**src/hw/rtl/pft_pkg.sv**
```systemverilog
// Shared types and constants of the page frame table block.
// No dependencies.
package pft_pkg;
    typedef enum logic [2:0] {
        CMD_LOOKUP = 3'd0,
        CMD_LOAD   = 3'd1,
        CMD_MARK   = 3'd2,
        CMD_SWEEP  = 3'd3,
        CMD_SWAP   = 3'd4,
        CMD_FREE   = 3'd5,
        CMD_NOP6   = 3'd6,
        CMD_NOP7   = 3'd7
    } cmd_t;

    localparam logic [8:0] THRESH_RESET = 9'd25;
    localparam logic       ADDR_THRESH  = 1'b0;

    typedef struct packed {
        logic [2:0] command;
        logic [4:0] owner;
        logic [4:0] page_number;
        logic [7:0] frame_sel;
    } cmd_item_t;

    typedef struct packed {
        logic       hit;
        logic [7:0] hit_frame;
        logic       free_found;
        logic [7:0] free_frame;
        logic       daemon_needed;
        logic [8:0] affected;
    } result_t;
endpackage

```
**src/hw/rtl/pft_cmd_queue.sv**
```systemverilog
// Front queue of accepted commands between the port and the sweep engine.
// Depends on pft_pkg.
module pft_cmd_queue
    import pft_pkg::*;
(
    input  logic      clk,
    input  logic      rst_n,
    input  logic      push,
    input  cmd_item_t push_item,
    output logic      full,
    input  logic      pop,
    output cmd_item_t pop_item,
    output logic      empty
);
    cmd_item_t  slot_reg [2];
    logic       wr_ptr_reg;
    logic       rd_ptr_reg;
    logic [1:0] count_reg;

    logic do_push;
    logic do_pop;

    assign full     = count_reg == 2'd2;
    assign empty    = count_reg == 2'd0;
    assign do_push  = push && !full;
    assign do_pop   = pop && !empty;
    assign pop_item = slot_reg[rd_ptr_reg];

    always_ff @(posedge clk)
    begin
        if (do_push)
        begin
            slot_reg[wr_ptr_reg] <= push_item;
        end
    end

    always_ff @(posedge clk or negedge rst_n)
    begin
        if (!rst_n)
        begin
            wr_ptr_reg <= 1'b0;
            rd_ptr_reg <= 1'b0;
            count_reg  <= 2'd0;
        end
        else
        begin
            if (do_push)
            begin
                wr_ptr_reg <= ~wr_ptr_reg;
            end
            if (do_pop)
            begin
                rd_ptr_reg <= ~rd_ptr_reg;
            end
            count_reg <= count_reg + {1'b0, do_push} - {1'b0, do_pop};
        end
    end
endmodule

```
**src/hw/rtl/pft_engine.sv**
```systemverilog
// Back end: walks the frame store one entry per cycle to carry out a command.
// Depends on pft_pkg.
module pft_engine
    import pft_pkg::*;
#(
    parameter int NUM_FRAMES = 256,
    parameter int NUM_PROCS  = 32,
    parameter int NUM_PAGES  = 32
)
(
    input  logic       clk,
    input  logic       rst_n,
    input  logic       cmd_valid,
    input  cmd_item_t  cmd_item,
    output logic       cmd_take,
    input  logic [8:0] free_threshold,
    output logic       res_valid,
    output result_t    res_item,
    input  logic       res_take
);
    localparam int IW = (NUM_FRAMES > 1) ? $clog2(NUM_FRAMES) : 1;
    localparam int CW = $clog2(NUM_FRAMES + 1);

    typedef enum logic [1:0] { S_CLEAR, S_IDLE, S_SCAN, S_DONE } state_t;

    logic       valid_mem [NUM_FRAMES];
    logic       refb_mem  [NUM_FRAMES];
    logic       evict_mem [NUM_FRAMES];
    logic [9:0] tag_mem   [NUM_FRAMES];

    logic       valid_rd_reg;
    logic       refb_rd_reg;
    logic       evict_rd_reg;
    logic [9:0] tag_rd_reg;

    state_t     state_reg;
    cmd_item_t  cur_reg;
    logic [IW-1:0] idx_reg;
    logic [CW-1:0] free_cnt_reg;
    logic [8:0] aff_reg;
    logic       hit_reg;
    logic [7:0] hit_frame_reg;
    logic       ff_reg;
    logic [7:0] free_frame_reg;
    logic       res_valid_reg;
    result_t    res_reg;

    logic [9:0] tag;
    logic       v_now;
    logic       v_after;
    logic       own_ok;
    logic       page_ok;
    logic       sel_ok;
    logic       last;
    logic [7:0] idx8;
    logic [CW-1:0] cnt_next;
    logic [8:0] aff_next;
    logic       clr;
    logic       scan;
    logic       load_now;
    logic       mark_now;
    logic       load_here;
    logic [IW-1:0] wr_addr;
    logic [IW-1:0] rd_addr;
    logic       valid_we;
    logic       valid_wd;
    logic       refb_we;
    logic       refb_wd;
    logic       evict_we;
    logic       evict_wd;

    assign clr       = state_reg == S_CLEAR;
    assign scan      = state_reg == S_SCAN;
    assign tag       = tag_rd_reg;
    assign own_ok    = 32'(cur_reg.owner) < NUM_PROCS;
    assign page_ok   = 32'(cur_reg.page_number) < NUM_PAGES;
    assign sel_ok    = 32'(cur_reg.frame_sel) < NUM_FRAMES;
    assign last      = 32'(idx_reg) == NUM_FRAMES - 1;
    assign idx8      = 8'(idx_reg);
    assign load_here = cur_reg.command == CMD_LOAD && sel_ok && own_ok && page_ok
                       && IW'(cur_reg.frame_sel) == idx_reg;
    assign v_now     = valid_rd_reg || load_here;

    always_comb
    begin
        v_after  = v_now;
        aff_next = aff_reg;
        unique case (cur_reg.command)
            CMD_SWEEP:
            begin
                if (!refb_rd_reg)
                begin
                    aff_next = aff_reg + 9'd1;
                end
            end
            CMD_SWAP:
            begin
                if (evict_rd_reg)
                begin
                    v_after  = 1'b0;
                    aff_next = aff_reg + 9'd1;
                end
            end
            CMD_FREE:
            begin
                if (v_now && own_ok && tag[9:5] == cur_reg.owner)
                begin
                    v_after  = 1'b0;
                    aff_next = aff_reg + 9'd1;
                end
            end
            default:
            begin
            end
        endcase
        cnt_next = free_cnt_reg + CW'(!v_after);
    end

    assign cmd_take  = state_reg == S_IDLE && cmd_valid;
    assign res_valid = res_valid_reg;
    assign res_item  = res_reg;

    assign load_now = cmd_take && cmd_item.command == CMD_LOAD
                      && 32'(cmd_item.frame_sel) < NUM_FRAMES
                      && 32'(cmd_item.owner) < NUM_PROCS
                      && 32'(cmd_item.page_number) < NUM_PAGES;
    assign mark_now = cmd_take && cmd_item.command == CMD_MARK
                      && 32'(cmd_item.frame_sel) < NUM_FRAMES;
    assign wr_addr  = (state_reg == S_IDLE) ? IW'(cmd_item.frame_sel) : idx_reg;
    assign rd_addr  = scan ? idx_reg + IW'(1) : '0;
    assign valid_we = clr || load_now || scan;
    assign valid_wd = load_now || (scan && v_after);
    assign refb_we  = clr || mark_now || (scan && cur_reg.command == CMD_SWEEP);
    assign refb_wd  = mark_now;
    assign evict_we = clr || mark_now
                      || (scan && (cur_reg.command == CMD_SWEEP || cur_reg.command == CMD_SWAP));
    assign evict_wd = scan && cur_reg.command == CMD_SWEEP && (evict_rd_reg || !refb_rd_reg);

    always_ff @(posedge clk)
    begin
        if (valid_we)
        begin
            valid_mem[wr_addr] <= valid_wd;
        end
        if (refb_we)
        begin
            refb_mem[wr_addr] <= refb_wd;
        end
        if (evict_we)
        begin
            evict_mem[wr_addr] <= evict_wd;
        end
        if (load_now)
        begin
            tag_mem[wr_addr] <= {cmd_item.owner, cmd_item.page_number};
        end
        valid_rd_reg <= valid_mem[rd_addr];
        refb_rd_reg  <= refb_mem[rd_addr];
        evict_rd_reg <= evict_mem[rd_addr];
        tag_rd_reg   <= tag_mem[rd_addr];
    end

    always_ff @(posedge clk or negedge rst_n)
    begin
        if (!rst_n)
        begin
            state_reg      <= S_CLEAR;
            res_valid_reg  <= 1'b0;
            cur_reg        <= '0;
            idx_reg        <= '0;
            free_cnt_reg   <= '0;
            aff_reg        <= '0;
            hit_reg        <= 1'b0;
            hit_frame_reg  <= '0;
            ff_reg         <= 1'b0;
            free_frame_reg <= '0;
            res_reg        <= '0;
        end
        else
        begin
            priority if (state_reg == S_DONE && (!res_valid_reg || res_take))
            begin
                res_valid_reg <= 1'b1;
            end
            else if (res_valid_reg && res_take)
            begin
                res_valid_reg <= 1'b0;
            end
            else
            begin
                res_valid_reg <= res_valid_reg;
            end
            unique case (state_reg)
                S_CLEAR:
                begin
                    idx_reg <= idx_reg + IW'(1);
                    if (last)
                    begin
                        state_reg <= S_IDLE;
                    end
                end
                S_IDLE:
                begin
                    if (cmd_valid)
                    begin
                        cur_reg        <= cmd_item;
                        idx_reg        <= '0;
                        free_cnt_reg   <= '0;
                        aff_reg        <= '0;
                        hit_reg        <= 1'b0;
                        hit_frame_reg  <= '0;
                        ff_reg         <= 1'b0;
                        free_frame_reg <= '0;
                        state_reg      <= S_SCAN;
                    end
                end
                S_SCAN:
                begin
                    if (cur_reg.command == CMD_LOOKUP && !hit_reg && v_now && own_ok
                        && page_ok && tag == {cur_reg.owner, cur_reg.page_number})
                    begin
                        hit_reg       <= 1'b1;
                        hit_frame_reg <= idx8;
                    end
                    if (!v_after && !ff_reg)
                    begin
                        ff_reg         <= 1'b1;
                        free_frame_reg <= idx8;
                    end
                    free_cnt_reg <= cnt_next;
                    aff_reg      <= aff_next;
                    idx_reg      <= idx_reg + IW'(1);
                    if (last)
                    begin
                        state_reg <= S_DONE;
                    end
                end
                S_DONE:
                begin
                    if (!res_valid_reg || res_take)
                    begin
                        res_reg.hit            <= hit_reg;
                        res_reg.hit_frame      <= hit_frame_reg;
                        res_reg.free_found     <= ff_reg;
                        res_reg.free_frame     <= free_frame_reg;
                        res_reg.daemon_needed  <= 32'(free_cnt_reg) < 32'(free_threshold);
                        res_reg.affected       <= aff_reg;
                        state_reg              <= S_IDLE;
                    end
                end
            endcase
        end
    end
endmodule

```
**src/hw/rtl/page_frame_table_with_reference_sweep_unit.sv**
```systemverilog
// One command at a time: the engine takes a new command only after storing the previous
// result, and walks the frame store one entry per cycle. A two-entry queue takes items
// during the walk.
// Reset: asynchronous, active low; clears queue and threshold (to 25), then a clearing pass
// over every frame zeroes valid, reference and evict bits before the first command starts.
// Owner/page tags are undefined until loaded.
module page_frame_table_with_reference_sweep_unit
    import pft_pkg::*;
#(
    parameter int NUM_FRAMES = 256,
    parameter int NUM_PROCS  = 32,
    parameter int NUM_PAGES  = 32
)
(
    input  logic        clk,
    input  logic        rst_n,
    input  logic        push,
    output logic        full,
    input  logic [2:0]  command,
    input  logic [4:0]  owner,
    input  logic [4:0]  page_number,
    input  logic [7:0]  frame_sel,
    output logic        empty,
    input  logic        pop,
    output logic        hit,
    output logic [7:0]  hit_frame,
    output logic        free_found,
    output logic [7:0]  free_frame,
    output logic        daemon_needed,
    output logic [8:0]  affected,
    input  logic        psel,
    input  logic        penable,
    input  logic        pwrite,
    input  logic        paddr,
    input  logic [31:0] pwdata,
    output logic [31:0] prdata,
    output logic        pready
);
    logic [8:0] thresh_reg;
    cmd_item_t  in_item;
    cmd_item_t  q_item;
    logic       q_empty;
    logic       q_take;
    logic       res_valid;
    result_t    res;

    assign in_item = '{command: command, owner: owner, page_number: page_number,
                       frame_sel: frame_sel};
    assign pready  = 1'b1;
    assign prdata  = (paddr == ADDR_THRESH) ? {23'd0, thresh_reg} : 32'd0;

    always_ff @(posedge clk or negedge rst_n)
    begin
        if (!rst_n)
        begin
            thresh_reg <= THRESH_RESET;
        end
        else if (psel && penable && pwrite && paddr == ADDR_THRESH)
        begin
            thresh_reg <= pwdata[8:0];
        end
    end

    pft_cmd_queue u_queue (
        .clk       (clk),
        .rst_n     (rst_n),
        .push      (push),
        .push_item (in_item),
        .full      (full),
        .pop       (q_take),
        .pop_item  (q_item),
        .empty     (q_empty)
    );

    pft_engine #(
        .NUM_FRAMES (NUM_FRAMES),
        .NUM_PROCS  (NUM_PROCS),
        .NUM_PAGES  (NUM_PAGES)
    ) u_engine (
        .clk            (clk),
        .rst_n          (rst_n),
        .cmd_valid      (!q_empty),
        .cmd_item       (q_item),
        .cmd_take       (q_take),
        .free_threshold (thresh_reg),
        .res_valid      (res_valid),
        .res_item       (res),
        .res_take       (pop)
    );

    assign empty         = !res_valid;
    assign hit           = res.hit;
    assign hit_frame     = res.hit_frame;
    assign free_found    = res.free_found;
    assign free_frame    = res.free_frame;
    assign daemon_needed = res.daemon_needed;
    assign affected      = res.affected;
endmodule

```
**config.mk**
```make
export PLATFORM = sky130hd
export DESIGN_NAME = page_frame_table_with_reference_sweep_unit
export DESIGN_NICKNAME = d
export VERILOG_FILES = /design/src/hw/rtl/pft_pkg.sv /design/src/hw/rtl/pft_cmd_queue.sv /design/src/hw/rtl/pft_engine.sv /design/src/hw/rtl/page_frame_table_with_reference_sweep_unit.sv
export SDC_FILE = /design/constraint.sdc
export NUM_CORES = 2
export LEC_CHECK = 0
export BUFFER_PORTS_ARGS = -buffer_cell sky130_fd_sc_hd__buf_2
export CAP_MARGIN = 20
export CORE_MARGIN = 2
export CORE_UTILIZATION = 40
export CTS_BUF_LIST = sky130_fd_sc_hd__clkbuf_2
export CTS_CLUSTER_SIZE = 10
export DETAILED_ROUTE_END_ITERATION = 8
export MAX_ROUTING_LAYER = met4
export PLACE_DENSITY_LB_ADDON = 0.12
export SETUP_SLACK_MARGIN = 0.3
export SLEW_MARGIN = 20
export SYNTH_ARGS = -nofsm -noshare
export SYNTH_HDL_FRONTEND = slang
export SYNTH_HIERARCHICAL = 1
export SYNTH_SLANG_ARGS = --single-unit
```
**constraint.sdc**
```tcl
create_clock -name clk -period 17.2 [get_ports clk]
set_clock_uncertainty 0.1 [all_clocks]
set_input_delay 1.72 -clock clk [delete_from_list [all_inputs] [get_ports clk]]
set_output_delay 1.72 -clock clk [all_outputs]
set_load 0.01 [all_outputs]
```
# Yosys cells after proc, flatten, opt, wreduce, memory -nomap -nowiden
# Memory sizes are Yosys's and may differ from the RTL's. A register that Yosys moved wholly into a read port is not among the register bits.
# Cells that the tools add are included.
dict set report op_classes {
  shift 0
  addsub 5
  bitwise_logic 4
  muxes 41
  n_eq_ne 24
  div 0
  reduce_logical 52
  n_mul 0
  n_lt_le_gt_ge 1
}
# op count
set ops {}
lappend ops {{8-bit one-hot mux with 2 select lines} 3}
lappend ops {{9-bit 2-to-1 mux} 5}
lappend ops {{8-bit 2-to-1 mux} 5}
lappend ops {{9-bit one-hot mux with 2 select lines} 2}
lappend ops {{9-bit one-hot mux with 3 select lines} 1}
lappend ops {{1-bit logical AND} 20}
lappend ops {{1-bit 2-to-1 mux} 17}
lappend ops {{10-bit equality test} 1}
lappend ops {{1-bit logical OR} 10}
lappend ops {{9-bit by 1-bit adder with 9-bit output} 1}
lappend ops {{9-bit by 1-bit adder with 9-bit output, second input constant} 1}
lappend ops {{9-bit less-than comparator} 1}
lappend ops {{8-bit by 1-bit adder with 8-bit output, second input constant} 1}
lappend ops {{8-bit equality test} 1}
lappend ops {{8-bit equality test, second input constant} 1}
lappend ops {{2-bit 2-to-1 mux} 4}
lappend ops {{2-bit inequality test, second input constant} 4}
lappend ops {{2-bit one-hot mux with 4 select lines} 1}
lappend ops {{2-bit AND reduction} 4}
lappend ops {{1-bit zero test} 7}
lappend ops {{2-bit equality test, second input constant} 3}
lappend ops {{3-bit by 1-bit equality test with 1-bit output, second input constant} 2}
lappend ops {{3-bit by 2-bit equality test with 1-bit output, second input constant} 2}
lappend ops {{3-bit equality test, second input constant} 2}
lappend ops {{other kinds (17)} 28}
dict set report word_totals {
  rom_bits 0
  register_bits 109
  in_bits 61
  memories 5
  wordCells 155
  latch_bits 0
  out_inout_bits 63
  ramBits 3370
}
# memory depth width read_ports rd_ports_with_merged_regs wr line_no
set memory_table {}
lappend memory_table {u_engine.tag_mem 256 10 1 1 1 pft_engine.sv:29} ;# logic [9:0] tag_mem [NUM_FRAMES];
lappend memory_table {u_engine.evict_mem 256 1 1 1 1 pft_engine.sv:28} ;# logic evict_mem [NUM_FRAMES];
lappend memory_table {u_engine.refb_mem 256 1 1 1 1 pft_engine.sv:27} ;# logic refb_mem [NUM_FRAMES];
lappend memory_table {u_engine.valid_mem 256 1 1 1 1 pft_engine.sv:26} ;# logic valid_mem [NUM_FRAMES];
lappend memory_table {u_queue.slot_reg 2 21 1 0 1 pft_cmd_queue.sv:15} ;# cmd_item_t slot_reg [2];

# Logic depth before layout (Yosys ltp)
dict set report logic_depth {
  word_depth 10
  depth_mapped 17
  depth_no_buf 12
}

# Cells and area by module
# Netlist, hierarchy kept.
# mod seq_area_each_um2 cells_per_inst instances area_per_inst_um2
set by_module_without_submodules {}
lappend by_module_without_submodules {pft_engine 102598.4 9067 1 139115.9}
lappend by_module_without_submodules {pft_cmd_queue 1361.3 83 1 1720.4}
lappend by_module_without_submodules {page_frame_table_with_reference_sweep_unit 229.0 56 1 628.1}

# Worst setup path before layout
# OpenSTA, ideal clock, no wires.
dict set report synth_path {
  path_type {flip-flop to flip-flop}
  from {register u_queue.rd_ptr_reg}
  to {memory u_engine.refb_mem[0] (data pin)}
  stages_incl_launch_ff 4
  period_less_slack_ns 18.746
  arrival_ns 15.602
  path_slack_ns -1.546
  setup_time_ns 3.045
  n_path_buf 1
  t_required_ns 14.055
  cell_sequence {dfrtp_1 -> buf_6 -> mux2_2 -> nor4b_1}
}
# item line_no
set synth_rtl {}
lappend synth_rtl {{from (decl)} pft_cmd_queue.sv:17} ;# logic rd_ptr_reg;
lappend synth_rtl {{from (signal assigned)} pft_cmd_queue.sv:53} ;# rd_ptr_reg <= ~rd_ptr_reg;
lappend synth_rtl {{to (decl)} pft_engine.sv:27}

# Worst setup path in the final report
dict set report layout_path {
  from {register u_engine.idx_reg[1] (netlist: u_engine/idx8[1])}
  to {register u_engine.tag_rd_reg[9] (netlist: u_engine/tag[9]), read port of u_engine.tag_mem}
}
dict set report layout_via {
  elab_chain_len 2
}
# item line_no
set layout_rtl {}
lappend layout_rtl {{from (decl)} pft_engine.sv:38} ;# logic [IW-1:0] idx_reg;
lappend layout_rtl {{from (signal assigned)} pft_engine.sv:196} ;# idx_reg <= idx_reg + IW'(1);
lappend layout_rtl {{from (signal assigned)} pft_engine.sv:232} ;# idx_reg <= idx_reg + IW'(1);
lappend layout_rtl {{8-bit by 1-bit adder with 8-bit output} pft_engine.sv:130} ;# assign rd_addr = scan ? idx_reg + IW'(1) : '0;
lappend layout_rtl {{8-bit 2-to-1 mux} pft_engine.sv:130}
lappend layout_rtl {{to (decl)} pft_engine.sv:34} ;# logic [9:0] tag_rd_reg;
# No other way between the ends.
# A chain may end at the register's enable or synchronous reset.

==> metrics.csv <==
metric;value;unit
met3_usage;0.0437;
synth_fa_ha_area_frac;0.00168;
synth_area_per_cell;15.4;µm²
startpoint_type;flip-flop;
use_met2;0.426;
power_density;142;nW/µm²
ys_types;90;
max-slew-margin-rel;0.196;
max-cap-violations;0;
grt_pass1_wl;666;mm
top_usage_layer;met2;
dr.pass1.iters;5;
syn_area;141000;µm²
setup_viol;0;
finalNonFillerCells;15262;
rsz0062_at_grt;false;
portBuffers;76;
fin_crit_sh;0.388;
synth_top_family_by_area;compound AO/OA/AOI/OAI gates;
crit_path_end_kind;flip-flop;
whs;0.367;ns
drc;0;
via_per_inst;5.90;
drive_gt1_frac;0.229;
timing.rr.end;u_engine/tag[9]$_DFF_P_;
cp_max_fo;60;
overflow;0;
worst_pin_slew;1.20;ns
synth-simple-area-share;0.0736;
grt_pass1_vias;89188;
gp_congestion;0.824;
hold_viol_final;0;
final_core_util;0.445;
rows;218;
ys_seq_area_frac;0.737;
ir_drop;0.220;mV
cts_resized;0;
postCtsSetupBuffers;0;
yosys.area.top_type;edfxtp_1;
synthToLayoutAreaGrowth;10.7;%
largest_reg_flops;2560;
hold_path_class;input pin to flip-flop;
cts_max_level;6;
fmax;150;MHz
synthArstFlopShare;0.0312;
min_period;6.67;ns
synth_edf_count;3370;
drtAntennaViolNets;0;
initial_utilization;0.401;
reg2reg_slack;10.53;ns
vias;90052;
synth_area_leaders;edfxtp_1 72%, mux4_2 4.7%, nor2_1 3.1%, o221ai_1 2.5%, nand2_1 2.4%;
critPathArrivalTime;8.68;ns
yosysTopAreaCellShare;0.715;
use_met1;0.354;
synthMuxAreaShare;0.0719;
ios;124;
synth_compound_gate_area_share;0.0877;
p_leak;50.6;nW
cts_sinks;3492;
yosysMostFrequentCell;edfxtp_1;
track_usage;0.269;
die-area;358000;µm²
cts_tree;built;
reg2reg_depth;13;
placed_cells;13565;
ys.flop_type;edfxtp_1;
regMostFlops;u_engine/tag_mem;
wire_per_inst;31.3;µm
drt_first_iter_violations;9865;
min_from;penable;
die_y;599;µm
root_buffer;clkbuf_2;
clk-insertion-delay-late;2.30;ns
antenna_found_initial;30;
status;finished clean;
clk_pin_slew;0.09;ns
grt_max_degree;184;
tns;0;ns
synth-warning-count;6;
core-area;352000;µm²
netlist_instances;9206;
drv_slew;0;
clock_path_buffers;4;
ys_top_cells_by_count;3370 x edfxtp_1, 1162 x nor2_1, 907 x nand2_1;
cp.required;19.21;ns
die_x;599;µm
reg2reg_from;u_engine/idx8[1]$_DFFE_PN0P_;
synthXorXnorAreaFrac;0.00241;
hold_buffers;76;
ys_seq_elements;3492;
cts_made_buffers;890;
whs_path_depth;4;
nets;9901;
criticalPathCategory;flip-flop to flip-flop;
hpwl;269;mm
whs_endpoint;thresh_reg[7]$_DFFE_PN0P_;
wl;478;mm
==> cells by family (layout without fill, tap and decap cells) <==
group	after synthesis	after routing
multiplexers	627	627
buffers and inverters	772	2046
flip-flops	3492	3492
AND/OR/NAND/NOR	2521	2521
XOR/XNOR	38	38
AO/OA/AOI/OAI	1735	1735
adder cells (fa/ha/maj)	19	19
other	2	54
==> worst max-delay path by stage <==
| stage | to | cells after the start | slack, ns | from |
|---|---|---|---|---|
| finish | u_engine/tag[9]$_DFF_P_ | 13 | 10.53 | u_engine/idx8[1]$_DFFE_PN0P_ |
| detailed placement | u_engine/tag[8]$_DFF_P_ | 13 | 10.72 | u_engine/state_reg[0]$_DFFE_PN0P_ |
| CTS | u_engine/tag[8]$_DFF_P_ | 13 | 10.61 | u_engine/state_reg[0]$_DFFE_PN0P_ |
| floorplan | u_engine/evict_mem[0]$_DFFE_PP_ | 7 | 3.96 | u_engine/state_reg[0]$_DFFE_PN0P_ |
| global route | u_engine/tag[8]$_DFF_P_ | 13 | 10.34 | u_engine/idx8[1]$_DFFE_PN0P_ |
| global placement | u_engine/tag[8]$_DFF_P_ | 13 | 10.76 | u_engine/state_reg[0]$_DFFE_PN0P_ |
==> power by group <==
| group | total (mW) | switching [mW] | internal [mW] | leakage, nW |
|---|---|---|---|---|
| logic | 6.04 | 4.63 | 1.41 | 12.6 |
| clock network | 5.80 | 3.48 | 2.32 | 6.27 |
| registers | 10.4 | 0.0725 | 10.3 | 31.7 |
| total | 22.2 | 8.18 | 14.1 | 50.6 |
==> worst max-delay path, stage by stage, from the launching register on <==
cell,delay (ns)
dfrtp_1,0.58
ha_1,0.71
xnor2_4,0.12
nor2_4,0.12
buf_4,0.59
buf_4,0.69
buf_4,0.57
buf_4,0.80
mux2i_1,0.28
o21ai_0,0.17
a22oi_1,0.25
a22oi_1,0.10
a211oi_1,1.02
o32ai_1,0.23
==> metal layers <==
| layer | vias up | share of wire |
|---|---|---|
| li1 | 37920 | - |
| met4 | 0 | 0.034 |
| met5 | - | 0 |
| met2 | 4101 | 0.48 |
| met3 | 809 | 0.076 |
| met1 | 47222 | 0.41 |
==> layout by cell type, fill, tap and decap left out, types with 58 or more instances in the layout <==
cell | netlist | routed
dfrtp_1 | 106 | 105
nor2_1 | 1162 | 1072
buf_2 | 224 | 75
clkbuf_2 | 1 | 1339
mux2_2 | 127 | 116
o21ai_0 | 226 | 223
nand2_1 | 907 | 887
buf_4 | 100 | 263
dlygate4sd3_1 | 0 | 75
nand3_1 | 178 | 178
o22ai_1 | 185 | 184
mux4_2 | 297 | 297
a21oi_1 | 224 | 221
edfxtp_1 | 3370 | 3370
clkinv_1 | 1 | 149
a211oi_1 | 117 | 116
a311oi_1 | 60 | 58
mux2i_1 | 200 | 199
a31oi_1 | 159 | 159
nor2_2 | 3 | 87
o221ai_1 | 411 | 411
==> metrics by stage <==
step	setup WS, ns	power, mW	instance area (µm²)
final	10.53	22.2	157000
after global routing	10.34	23.1	157000
after CTS	10.61	22.4	156000
after detailed placement	10.72	16.6	147000
after global placement	10.76	16.5	147000
after floorplan	3.96	14.0	142000
==> layout make-up <==
type                            instances  area [µm²]
Fill cell                           32224      196000
Sequential cell                      3492      104000
Multi-Input combinational cell       4964       34500
Clock buffer                         1339        6700
Tap cell                             4730        5920
Timing Repair Buffer                  443        3650
Clock inverter                        234        1520
Inverter                               30         121
Antenna cell                           30        75.1
(Power assumes the default switching activity.)
